## config.mk

```make
export PLATFORM = sky130hd
export DESIGN_NAME = ks_cell
export DESIGN_NICKNAME = d
export VERILOG_FILES = /design/src/hw/rtl/ks_pkg.sv /design/src/hw/rtl/ks_cell.sv
export SDC_FILE = /design/constraint.sdc
export NUM_CORES = 1
export LEC_CHECK = 0
export ABC_AREA = 0
export BUFFER_PORTS_ARGS = -buffer_cell sky130_fd_sc_hd__buf_2
export CAP_MARGIN = 20
export CORE_MARGIN = 4
export CORE_UTILIZATION = 35
export DETAILED_ROUTE_END_ITERATION = 12
export SETUP_SLACK_MARGIN = 0.2
export SLEW_MARGIN = 20
export SYNTH_ARGS = -nofsm -noshare
export SYNTH_HDL_FRONTEND = slang
export SYNTH_SLANG_ARGS = --single-unit
```

## constraint.sdc

```tcl
create_clock -name clock -period 4.49 [get_ports clock]
set_input_delay 0.2245 -clock clock [delete_from_list [all_inputs] [get_ports clock]]
set_output_delay 0.2245 -clock clock [all_outputs]
set_load 0.01 [all_outputs]
```

## src/hw/rtl/ks_pkg.sv

```systemverilog
// Types and constants shared by the key sorter modules.
package ks_pkg;

   localparam int DATA_WIDTH = 32;

   typedef struct packed {
      logic [DATA_WIDTH-1:0] key_value;
      logic                  batch_end;
   } req_type;

   typedef struct packed {
      logic [DATA_WIDTH-1:0] sorted_value;
      logic                  last_out;
      logic                  overflowed;
   } rsp_type;

   typedef enum logic {
      ST_COLLECT,
      ST_DRAIN
   } state_type;

   // Commands from the controller to every cell of the chain.
   typedef struct packed {
      logic insert;
      logic shift;
   } ctrl_type;

   // Chain status seen by the controller.
   typedef struct packed {
      logic head_valid;
      logic head_last;
      logic full;
   } status_type;

endpackage

```

## src/hw/rtl/ks_cell.sv

```systemverilog
// One sorting cell: holds a key and its valid bit, trades keys with its neighbors.
module ks_cell import ks_pkg::*; #(
   parameter int KEY_WIDTH = 32
) (
   input  logic                 clock,
   input  logic                 reset,
   input  ctrl_type             ctl,
   input  logic                 signed_order,
   input  logic [KEY_WIDTH-1:0] new_key,
   input  logic [KEY_WIDTH-1:0] prev_key,
   input  logic                 prev_valid,
   input  logic                 prev_take,
   input  logic [KEY_WIDTH-1:0] next_key,
   input  logic                 next_valid,
   output logic [KEY_WIDTH-1:0] key,
   output logic                 valid,
   output logic                 take
);

   logic [KEY_WIDTH-1:0] key_ff, key_in;
   logic                 valid_ff, valid_in;
   logic [KEY_WIDTH-1:0] own_ord, new_ord;

   // Flip the sign bit under signed order so an unsigned compare applies.
   assign own_ord = {key_ff[KEY_WIDTH-1] ^ signed_order, key_ff[KEY_WIDTH-2:0]};
   assign new_ord = {new_key[KEY_WIDTH-1] ^ signed_order, new_key[KEY_WIDTH-2:0]};

   // The new key lands here or further left when this slot is empty or larger.
   assign take = !valid_ff || (own_ord > new_ord);

   always_comb begin
      key_in   = key_ff;
      valid_in = valid_ff;
      if (ctl.insert && take) begin
         if (prev_take) begin
            key_in   = prev_key;
            valid_in = prev_valid;
         end else begin
            key_in   = new_key;
            valid_in = 1'b1;
         end
      end else if (ctl.shift) begin
         key_in   = next_key;
         valid_in = next_valid;
      end
   end

   always_ff @(posedge clock) begin
      if (reset) begin
         valid_ff <= 1'b0;
      end else begin
         valid_ff <= valid_in;
      end
   end

   always_ff @(posedge clock) begin
      key_ff <= key_in;
   end

   assign key   = key_ff;
   assign valid = valid_ff;

endmodule

```

==> impl_metrics.prom <==
# TYPE chip_impl_metric gauge
chip_impl_metric{name="syn-mean-instance-area",unit="µm²"} 10.4
chip_impl_metric{name="fin_tns_setup",unit="ns"} 0
chip_impl_metric{name="area.growth.synth_to_final",unit="%"} 30.6
chip_impl_info{name="tritoncts",value="built"} 1
chip_impl_metric{name="vias",unit=""} 2363
chip_impl_metric{name="total_power",unit="mW"} 1.04
chip_impl_info{name="timing.rr.start",value="key[31]$_DFFE_PP_"} 1
chip_impl_metric{name="synth.yosys.warnings",unit=""} 0
chip_impl_metric{name="finalClockSkew",unit="ns"} 0.00647
chip_impl_metric{name="fp.dieW",unit="µm"} 96.3
chip_impl_metric{name="post_cts_buffers",unit=""} 0
chip_impl_info{name="min_path_type",value="input pin to flop"} 1
chip_impl_metric{name="htree_levels",unit=""} 2
chip_impl_metric{name="grt_pass1_wl",unit="mm"} 10.4
chip_impl_metric{name="timing.reg2reg.setup_slack",unit="ns"} 1.23
chip_impl_metric{name="mappedNetlistNets",unit=""} 399
chip_impl_metric{name="async_reset_ff_frac",unit=""} 0
chip_impl_metric{name="initial_standard_cell_utilization_of_the_core",unit=""} 0.369
chip_impl_info{name="synth_top_flop_cell",value="edfxtp_1"} 1
chip_impl_metric{name="cp.arrival",unit="ns"} 3.23
chip_impl_metric{name="die_area",unit="µm²"} 9280
chip_impl_info{name="status",value="finished clean"} 1
chip_impl_metric{name="io-pin-count",unit=""} 138
chip_impl_metric{name="ctsHoldBuffers",unit=""} 0
chip_impl_metric{name="maxSlewViolCount",unit=""} 0
chip_impl_metric{name="largest_net_degree_at_the_start_of_global_routing",unit=""} 64
chip_impl_metric{name="clock_latency",unit="ns"} 0.28
chip_impl_metric{name="power_per_cell_area",unit="nW/µm²"} 291
chip_impl_metric{name="cts-resized-gates",unit=""} 0
chip_impl_metric{name="route.detailed.drc",unit=""} 0
chip_impl_metric{name="synthesis.area",unit="µm²"} 2730
chip_impl_metric{name="clock.fmax",unit="MHz"} 307
chip_impl_metric{name="layout.nets",unit=""} 534
chip_impl_metric{name="clockBufferDepth",unit=""} 2
chip_impl_metric{name="worst-path-max-fanout",unit=""} 17
chip_impl_metric{name="post-place-cells",unit=""} 490
chip_impl_metric{name="finalHoldViolCount",unit=""} 0
chip_impl_metric{name="synth-seq-cells",unit=""} 33
chip_impl_info{name="min_from",value="next_key[26]"} 1
chip_impl_metric{name="yosysSeqAreaShare",unit=""} 0.359
chip_impl_metric{name="cp.required",unit="ns"} 4.46
chip_impl_metric{name="hpwl",unit="mm"} 5.65
chip_impl_info{name="timing.critical_path.from",value="key[31]$_DFFE_PP_"} 1
chip_impl_metric{name="std_cell_rows",unit=""} 31
chip_impl_metric{name="drt-initial-drc-count",unit=""} 56
chip_impl_metric{name="final.min_clock_period",unit="ns"} 3.26
chip_impl_metric{name="portBuffers",unit=""} 137
chip_impl_info{name="layout_common_cells",value="buf_2, nand2_1, o21ai_0, inv_1"} 1
chip_impl_metric{name="drive_above_1_share",unit=""} 0.461
chip_impl_metric{name="p_leak",unit="nW"} 1.86
chip_impl_metric{name="worst-slew-pin-transition",unit="ns"} 0.932
chip_impl_metric{name="synth_top_cell_area_share",unit=""} 0.352
chip_impl_metric{name="drt.antenna.violating_nets",unit=""} 0
chip_impl_metric{name="grtUsageTotal",unit=""} 0.147
chip_impl_metric{name="final_global_route_overflow_total",unit=""} 0
chip_impl_metric{name="gp_congestion",unit=""} 0.809
chip_impl_info{name="synth.area.top_cells",value="edfxtp_1, mux2_4, ha_1"} 1
chip_impl_metric{name="setup_viol_count_final",unit=""} 0
chip_impl_metric{name="detail_route.wirelength",unit="mm"} 6.92
chip_impl_metric{name="synthDistinctLibCells",unit=""} 35
chip_impl_metric{name="finalCoreUtilization",unit=""} 0.481
chip_impl_metric{name="final.period_utilization",unit=""} 0.726
chip_impl_metric{name="core_outline_area",unit="µm²"} 7410
chip_impl_metric{name="via_count_normalized_by_instance_count",unit=""} 4.74
chip_impl_metric{name="cts_num_sinks",unit=""} 33
chip_impl_info{name="crit_path_end_kind",value="flop"} 1
chip_impl_metric{name="final.hold.worst_slack",unit="ns"} 0.235
chip_impl_metric{name="clkTransAtPathRegs",unit="ns"} 0.07
chip_impl_metric{name="slew-limit-headroom",unit=""} 0.379
chip_impl_metric{name="drt-pass1-iter-count",unit=""} 4
chip_impl_metric{name="final_cells",unit=""} 498
chip_impl_metric{name="routedWlPerCell",unit="µm"} 13.9
chip_impl_info{name="crit_path_start_kind",value="flop"} 1
chip_impl_metric{name="diodes",unit=""} 0
chip_impl_metric{name="power.ir.vdd_worst",unit="µV"} 154
chip_impl_metric{name="cts_made_buffers",unit=""} 5
chip_impl_metric{name="cap_violations",unit=""} 0
chip_impl_info{name="layout_commonest_cell",value="buf_2"} 1
chip_impl_metric{name="synth_cells",unit=""} 263
chip_impl_metric{name="initial_antenna_violation_count",unit=""} 0
chip_impl_metric{name="synth-edff-count",unit=""} 32
chip_impl_info{name="rsz_0062_raised_after_global_routing",value="false"} 1
chip_impl_info{name="yosys.area.top_type",value="edfxtp_1"} 1
chip_impl_metric{name="die_y",unit="µm"} 96.3
chip_impl_info{name="clockRootBuffer",value="clkbuf_8"} 1
chip_impl_metric{name="first_global_vias",unit=""} 2330
chip_impl_info{name="worst-setup-path-type",value="flop to flop"} 1
[synthesized netlist by cell type (2+ instances only)]
master     n
and4_1     2
o21ai_0   35
and3_1     2
mux2_2     6
edfxtp_1  32
ha_1      32
a21oi_1   13
nand4_1    4
buf_1      2
a21o_1     2
clkbuf_1   5
mux2_4    29
buf_12     3
nand3_1    3
nand2_1   38
nor2_1     3
inv_1     33
a221o_1    2
[power breakdown]
group          internal (mW)  switching (mW)
logic                  0.180           0.167
registers              0.392          0.0238
clock network          0.164           0.112
[metal layers]
layer / vias to the layer above / part of all wire / GRT usage / wire (µm)
met3: 9 / 0.076 / 0.0422 / 528
met4: 0 / 0.014 / 0.0362 / 98
li1: 1208 / - / - / -
met1: 1068 / 0.42 / 0.171 / 2890
met5: - / 0 / 0 / 0
met2: 78 / 0.49 / 0.263 / 3400
[area by class of cell]
type | count | area (µm²)
clock buffers | 6 | 72.6
clock inverters | 2 | 33.8
fillers | 736 | 3840
inverters | 33 | 124
multi-input cells | 186 | 1530
flip-flops and latches | 33 | 981
well taps | 99 | 124
repair buffers | 139 | 701
[critical path: stages, from the launching register on]
cell and delay [ns]:
edfxtp_1 0.40, xor2_1 0.16, ha_1 0.31, nand4_1 0.18
nor4_1 0.52, o31a_1 0.24, o311a_2 0.19, or2_1 0.57
buf_4 0.38
[path summary, 6_finish.rpt]
check                                          end  cells past startpoint
worst max-delay path              key[0]$_DFFE_PP_                      8
worst min-delay path             key[26]$_DFFE_PP_                      2
worst max register to register    key[0]$_DFFE_PP_                      8
worst min register to register  valid$_SDFFE_PP0P_                      3
[state kept, by name, indices dropped and copies added, names as in the netlist]
name	flops
key	32
valid	1
[kinds of logic (layout without fill, tap and decap cells)]
group | after synthesis | count (layout) | share of synthesized area
AOI/OAI and AO/OA | 57 | 57 | 0.116
adders and majority gates | 32 | 32 | 0.147
DFF | 33 | 33 | 0.359
muxes | 36 | 36 | 0.188
xor gates and xnor gates | 2 | 2 | 0.00641
and+or+nand+nor | 59 | 59 | 0.103
buffers and inverters | 44 | 180 | 0.0811
[metrics by stage]
step	area, µm²	setup WS (ns)
2_1_floorplan	2730	1.20
3_3_place_gp	3460	1.28
3_5_place_dp	3460	1.17
4_1_cts	3570	1.16
5_1_grt	3570	0.917
6_report	3570	1.23
No activity file was read; power rests on OpenSTA's default activity.
