$ cat config.mk
export PLATFORM = sky130hd
export DESIGN_NAME = ks_ctrl
export DESIGN_NICKNAME = d
export VERILOG_FILES = /design/src/hw/rtl/ks_pkg.sv /design/src/hw/rtl/ks_ctrl.sv
export SDC_FILE = /design/constraint.sdc
export NUM_CORES = 1
export LEC_CHECK = 0
export BUFFER_PORTS_ARGS = -buffer_cell sky130_fd_sc_hd__buf_4
export CORE_AREA = 3 3 40 42
export CTS_CLUSTER_DIAMETER = 40
export DETAILED_ROUTE_END_ITERATION = 7
export DIE_AREA = 0 0 43 45
export GPL_ROUTABILITY_DRIVEN = 0
export PLACE_DENSITY = 0.32
export SYNTH_ARGS = -nofsm -noshare
export SYNTH_HDL_FRONTEND = slang
export SYNTH_SLANG_ARGS = --single-unit
$ cat constraint.sdc
create_clock -name clock -period 2.3 [get_ports clock]
set_input_delay 0.46 -clock clock [delete_from_list [all_inputs] [get_ports clock]]
set_output_delay 0.46 -clock clock [all_outputs]
set_load 0.01 [all_outputs]
$ cat src/hw/rtl/ks_pkg.sv
// Types and constants shared by the key sorter modules.
package ks_pkg;

   localparam int DATA_WIDTH = 32;

   typedef struct packed {
      logic [DATA_WIDTH-1:0] key_value;
      logic                  batch_end;
   } req_type;

   typedef struct packed {
      logic [DATA_WIDTH-1:0] sorted_value;
      logic                  last_out;
      logic                  overflowed;
   } rsp_type;

   typedef enum logic {
      ST_COLLECT,
      ST_DRAIN
   } state_type;

   // Commands from the controller to every cell of the chain.
   typedef struct packed {
      logic insert;
      logic shift;
   } ctrl_type;

   // Chain status seen by the controller.
   typedef struct packed {
      logic head_valid;
      logic head_last;
      logic full;
   } status_type;

endpackage

$ cat src/hw/rtl/ks_ctrl.sv
// Collect/drain controller and overflow tracking of the key sorter.
module ks_ctrl import ks_pkg::*; (
   input  logic       clock,
   input  logic       reset,
   input  logic       req_valid,
   input  logic       batch_end,
   input  logic       rsp_stall,
   input  status_type stat,
   output logic       req_stall,
   output logic       rsp_valid,
   output logic       overflowed,
   output ctrl_type   ctl
);

   state_type state_ff, state_in;
   logic      drop_ff, drop_in;
   logic      req_xfer, rsp_xfer;

   assign req_xfer = req_valid && !req_stall;
   assign rsp_xfer = rsp_valid && !rsp_stall;

   always_comb begin
      state_in = state_ff;
      case (state_ff)
         ST_COLLECT: begin
            if (req_valid && batch_end) state_in = ST_DRAIN;
         end
         ST_DRAIN: begin
            if (rsp_xfer && stat.head_last) state_in = ST_COLLECT;
         end
         default: state_in = ST_COLLECT;
      endcase
   end

   always_comb begin
      req_stall  = 1'b1;
      rsp_valid  = 1'b0;
      ctl.insert = 1'b0;
      case (state_ff)
         ST_COLLECT: begin
            req_stall  = 1'b0;
            ctl.insert = req_valid && !stat.full;
         end
         ST_DRAIN: begin
            rsp_valid = stat.head_valid;
         end
         default: req_stall = 1'b1;
      endcase
      ctl.shift  = rsp_xfer;
      overflowed = drop_ff && stat.head_last;
   end

   always_comb begin
      drop_in = drop_ff;
      if (req_xfer && stat.full) drop_in = 1'b1;
      else if (rsp_xfer && stat.head_last) drop_in = 1'b0;
   end

   always_ff @(posedge clock) begin
      if (reset) begin
         state_ff <= ST_COLLECT;
         drop_ff  <= 1'b0;
      end else begin
         state_ff <= state_in;
         drop_ff  <= drop_in;
      end
   end

endmodule

==> results of run 1 <==
[power breakdown]
part	switching [W]	internal, W	leakage (nW)	total (W)
Sequential	0.00000268	0.0000377	0.0166	0.0000404
Clock	0.0000202	0.0000576	0.0138	0.0000778
Combinational	0.00000911	0.0000175	0.0881	0.0000266
[layer usage]
metal / GRT usage / routed length [um] / vias to the layer above
li1: - / - / 75
met1: 0.0504 / 169 / 61
met2: 0.0479 / 99 / 15
met3: 0.0518 / 83 / 0
met4: 0.0361 / 0 / 0
met5: 0 / 0 / -
[cells by family after synthesis]
family / share of synthesized area
AOI/OAI and AO/OA: 0.0816
DFF: 0.327
and+or+nand+nor: 0.531
buffers and inverters: 0.0612
[metrics by stage]
stage               hold slack (ns)  power (W)
CTS                           0.398   0.000151
floorplan                     0.437  0.0000500
global route                  0.399   0.000157
detailed placement            0.474  0.0000676
finish                        0.409   0.000145
global placement              0.457  0.0000675
[layout by cell type (no fill, tap or decap), drive strengths merged, types with 2 or more instances in the layout]
cell,n
dfxtp,2
and2,2
clkbuf,3
buf,12
[registers in the layout (all words and copies together), names as in the netlist]
signal,count
state_ff,1
drop_ff,1
[area by class of cell]
| class | count | area [um2] | area share |
|---|---|---|---|
| repair buffers | 12 | 90.1 | 0.365 |
| multi-input cells | 10 | 75.1 | 0.305 |
| flip-flops and latches | 2 | 40.0 | 0.162 |
| clock buffers | 3 | 22.5 | 0.0914 |
| well taps | 15 | 18.8 | 0.0761 |
[worst paths after layout]
check | startpoint | endpoint | depth (start not counted)
hold reg to reg | drop_ff | drop_ff | 2
setup reg to reg | state_ff | drop_ff | 2
setup / recovery | state_ff | ctl[0] | 3
hold / removal | reset | state_ff | 2
==> reports/qor.yml, run 1 <==
syn_inst: 13
synth_edf_count: 0
cts.sinks: 2
ys_top_cells_by_count: "and2_1 (2), dfxtp_1 (2)"
crit_slowest_cell: "dfxtp_1"
syn_area_um2: 123
place_area_um2: 224
outcome: "finished clean"
synth_area_leaders: "dfxtp_1 (33%), and2_1 (10%), nand4bb_1 (9.2%)"
tns_ns: 0
maxClockFrequency_mhz: 676
wl_per_cell_um: 8.36
ir_drop_uv: 172
synth_top_cell_area_share: 0.327
fin_crit_ns: 1.48
ctsHoldBuffers: 0
dp_cells: 39
die_area_um2: 1940
finalHoldViolations: 0
cp_max_fo: 6
synth_ff_type: "dfxtp_1"
crit_family: "flip-flops"
drive_gt1_frac: 0.593
nFillCells: 143
stdcell_area_um2: 246
synth-seq-area-share: 0.327
worstPathCellList: "and2_1 > and2b_1 > buf_4"
cts_tree: "yes"
yosys_warnings: 0
diodes: 0
slew_headroom: 0.873
ant_nets: 0
drv_slew: 0
synthDistinctLibCells: 11
pre_cts_slack_ns: 0.835
h-tree-depth: 1
setup_viol: 0
grt_pass1_wl_um: 572
ys_ff_latch: 2
clockRootBuffer: "clkbuf_4"
path_buf_inv: 1
cap_violations: 0
die_x_um: 43
critical_path_arrival_ns: 1.02
required_ns: 1.84
final_core_util: 0.192
drt-pass1-iter-count: 1
ios: 13
async_flop_share: 0
worst_clock_skew_ns: 0.00165
rsz0062_at_grt: "no"
clkLatencyLatePin_ns: 0.22
rrSetupSlack_ns: 1.42
grt_max_degree: 7
antenna_found_initial: 0
power.density_nw_per_um2: 587
wl_um: 351
cp-end-kind: "primary output"
io_buffers: 12
startpoint_type: "flop"
final_cell_count_no_fill: 42
vias_per_cell: 3.60
p_leak_nw: 0.118
nets: 37
min_period_over_period: 0.644
die_h_um: 45
clockBufferDepth: 2
path_clk_slew_ns: 0.03
area_growth_pct: 101
post-synth-top-area-cell: "dfxtp_1"
grt_use_total: 0.0466
grt.overflow.total: 0
max_stage_delay_ns: 0.40
drc: 0
grt_pass1_vias: 134
drtIter0Drc: 0
worst_slack_ns: 0.820
core_area_um2: 1280
cts.repair.resized: 0
rows: 13
criticalPathCategory: "flop to primary output"
cts_setup_buffers: 0
vias: 151
cts_inserted_buffers: 3
syn_area_per_cell_um2: 9.43
initial_core_util: 0.0954
synth_nets: 21
hp-class: "input port to flop"
worst_slew_pin_slew_ns: 0.190
(Power assumes the default switching activity.)
==> inputs of run 2 (changes only) <==
==> constraint.sdc (replaced) <==
create_clock -name clock -period 1.42 [get_ports clock]
set_input_delay 0.284 -clock clock [delete_from_list [all_inputs] [get_ports clock]]
set_output_delay 0.284 -clock clock [all_outputs]
set_load 0.01 [all_outputs]
==> run 2 against run 1 <==
Compared with the run above: wire length rose by 2.3%; design area did not move; sequential power rose by 61%; clock power rose by 63%; power rose by 62%; final cell count did not move; largest cell class unchanged; largest power group unchanged; highest routed layer unchanged.
==> reports/qor.yml, run 2 (synthesis gave the netlist of run 1 again) <==
outcome: "finished clean"
cts.repair.resized: 0
ctsHoldBuffers: 0
grt.overflow.total: 0
critical_path_arrival_ns: 1.01
vias_per_cell: 3.52
rows: 13
wl_um: 359
diodes: 0
die_area_um2: 1940
criticalPathCategory: "flop to primary output"
fin_crit_ns: 1.30
hold_end: "state_ff"
hold_start: "reset"
dp_cells: 39
final_common_cell: "buf_4"
final_core_util: 0.192
multiInputGateArea_um2: 75.1
clkLatencyLatePin_ns: 0.22
area_growth_pct: 101
io_buffers: 12
drive_gt1_frac: 0.593
core_area_um2: 1280
grt_pass1_wl_um: 586
layout_common_cells: "buf_4 (12), clkbuf_4 (3), and2_1 (2), dfxtp_1 (2)"
antenna_found_initial: 0
drt-pass1-iter-count: 2
worstPathCellList: "and2_1 > and2b_1 > buf_4"
worst_slew_pin_slew_ns: 0.179
power.total_w: 0.000235
r2r-end: "drop_ff"
cts_inserted_buffers: 3
clockBufferDepth: 2
wl_per_cell_um: 8.55
r2r_start: "state_ff"
nFillCells: 147
h-tree-depth: 1
top_regs: "drop_ff x1, state_ff x1"
grt_pass1_vias: 144
finalHoldViolations: 0
cp_max_fo: 6
seqCellArea_um2: 40.0
drtIter0Drc: 1
path_buf_inv: 1
maxClockFrequency_mhz: 770
cts_setup_buffers: 0
startpoint_type: "flop"
grt_use_total: 0.0474
ant_nets: 0
rsz0062_at_grt: "no"
min_path_cells: 2
p_leak_nw: 0.118
setup_viol: 0
cts.sinks: 2
grt_max_degree: 7
drv_slew: 0
die_h_um: 45
tns_ns: 0
max_stage_delay_ns: 0.40
initial_core_util: 0.0954
nets: 37
die_x_um: 43
worst_clock_skew_ns: 0.00321
final_cell_count_no_fill: 42
whs_ns: 0.231
cp-end-kind: "primary output"
cap_violations: 0
path_clk_slew_ns: 0.03
rr_worst_depth: 2
hp-class: "input port to flop"
ir_drop_uv: 278
rrSetupSlack_ns: 0.55
vias: 148
drc: 0
power.density_nw_per_um2: 953
required_ns: 1.14
clockRootBuffer: "clkbuf_4"
ios: 13
cts_tree: "yes"
slew_headroom: 0.880
crit_family: "flip-flops"
min_period_over_period: 0.914
crit_slowest_cell: "dfxtp_1"
-- run 2: cell counts in the layout (fill, tap and decap cells not counted) --
Identical to the previous run, type by type.
-- run 2: worst register-to-register path, stage by stage, from the launching register on --
cell	delay, ns
dfxtp_1	0.40
and4b_1	0.27
o21ai_1	0.08
-- run 2: worst max path at each step --
| stage | from | slack, ns | endpoint | cells past startpoint |
|---|---|---|---|---|
| floorplan | state_ff | 0.29 | ctl[0] | 3 |
| global placement | stat[2] | 0.31 | ctl[0] | 4 |
| detailed placement | stat[2] | 0.31 | ctl[0] | 4 |
| CTS | state_ff | 0.1 | ctl[0] | 3 |
| global route | state_ff | 0.003 | ctl[0] | 3 |
| finish | state_ff | 0.12 | ctl[0] | 3 |
-- run 2: final cells by class --
type                            count  share of cell area
Timing Repair Buffer               12               0.365
Multi-Input combinational cell     10               0.305
Sequential cell                     2               0.162
Clock buffer                        3              0.0914
Tap cell                           15              0.0761
-- run 2: power by group --
part / internal (W) / leakage [nW] / switching, W
clock network: 0.0000933 / 0.0138 / 0.0000333
logic: 0.0000283 / 0.0881 / 0.0000149
registers: 0.0000610 / 0.0166 / 0.00000411
-- run 2: metrics by stage --
step / worst slack (ns) / instance area [um2]
global placement: 0.308 / 224
CTS: 0.0998 / 246
detailed placement: 0.306 / 224
global route: 0.00267 / 246
finish: 0.121 / 246
floorplan: 0.290 / 123
-- run 2: routing by layer --
| metal | up-vias | track usage | part of all wire |
|---|---|---|---|
| met5 | - | 0 | 0 |
| met4 | 0 | 0.0361 | 0 |
| met3 | 0 | 0.0518 | 0.23 |
| met2 | 15 | 0.0479 | 0.28 |
| met1 | 59 | 0.0528 | 0.48 |
| li1 | 74 | - | - |
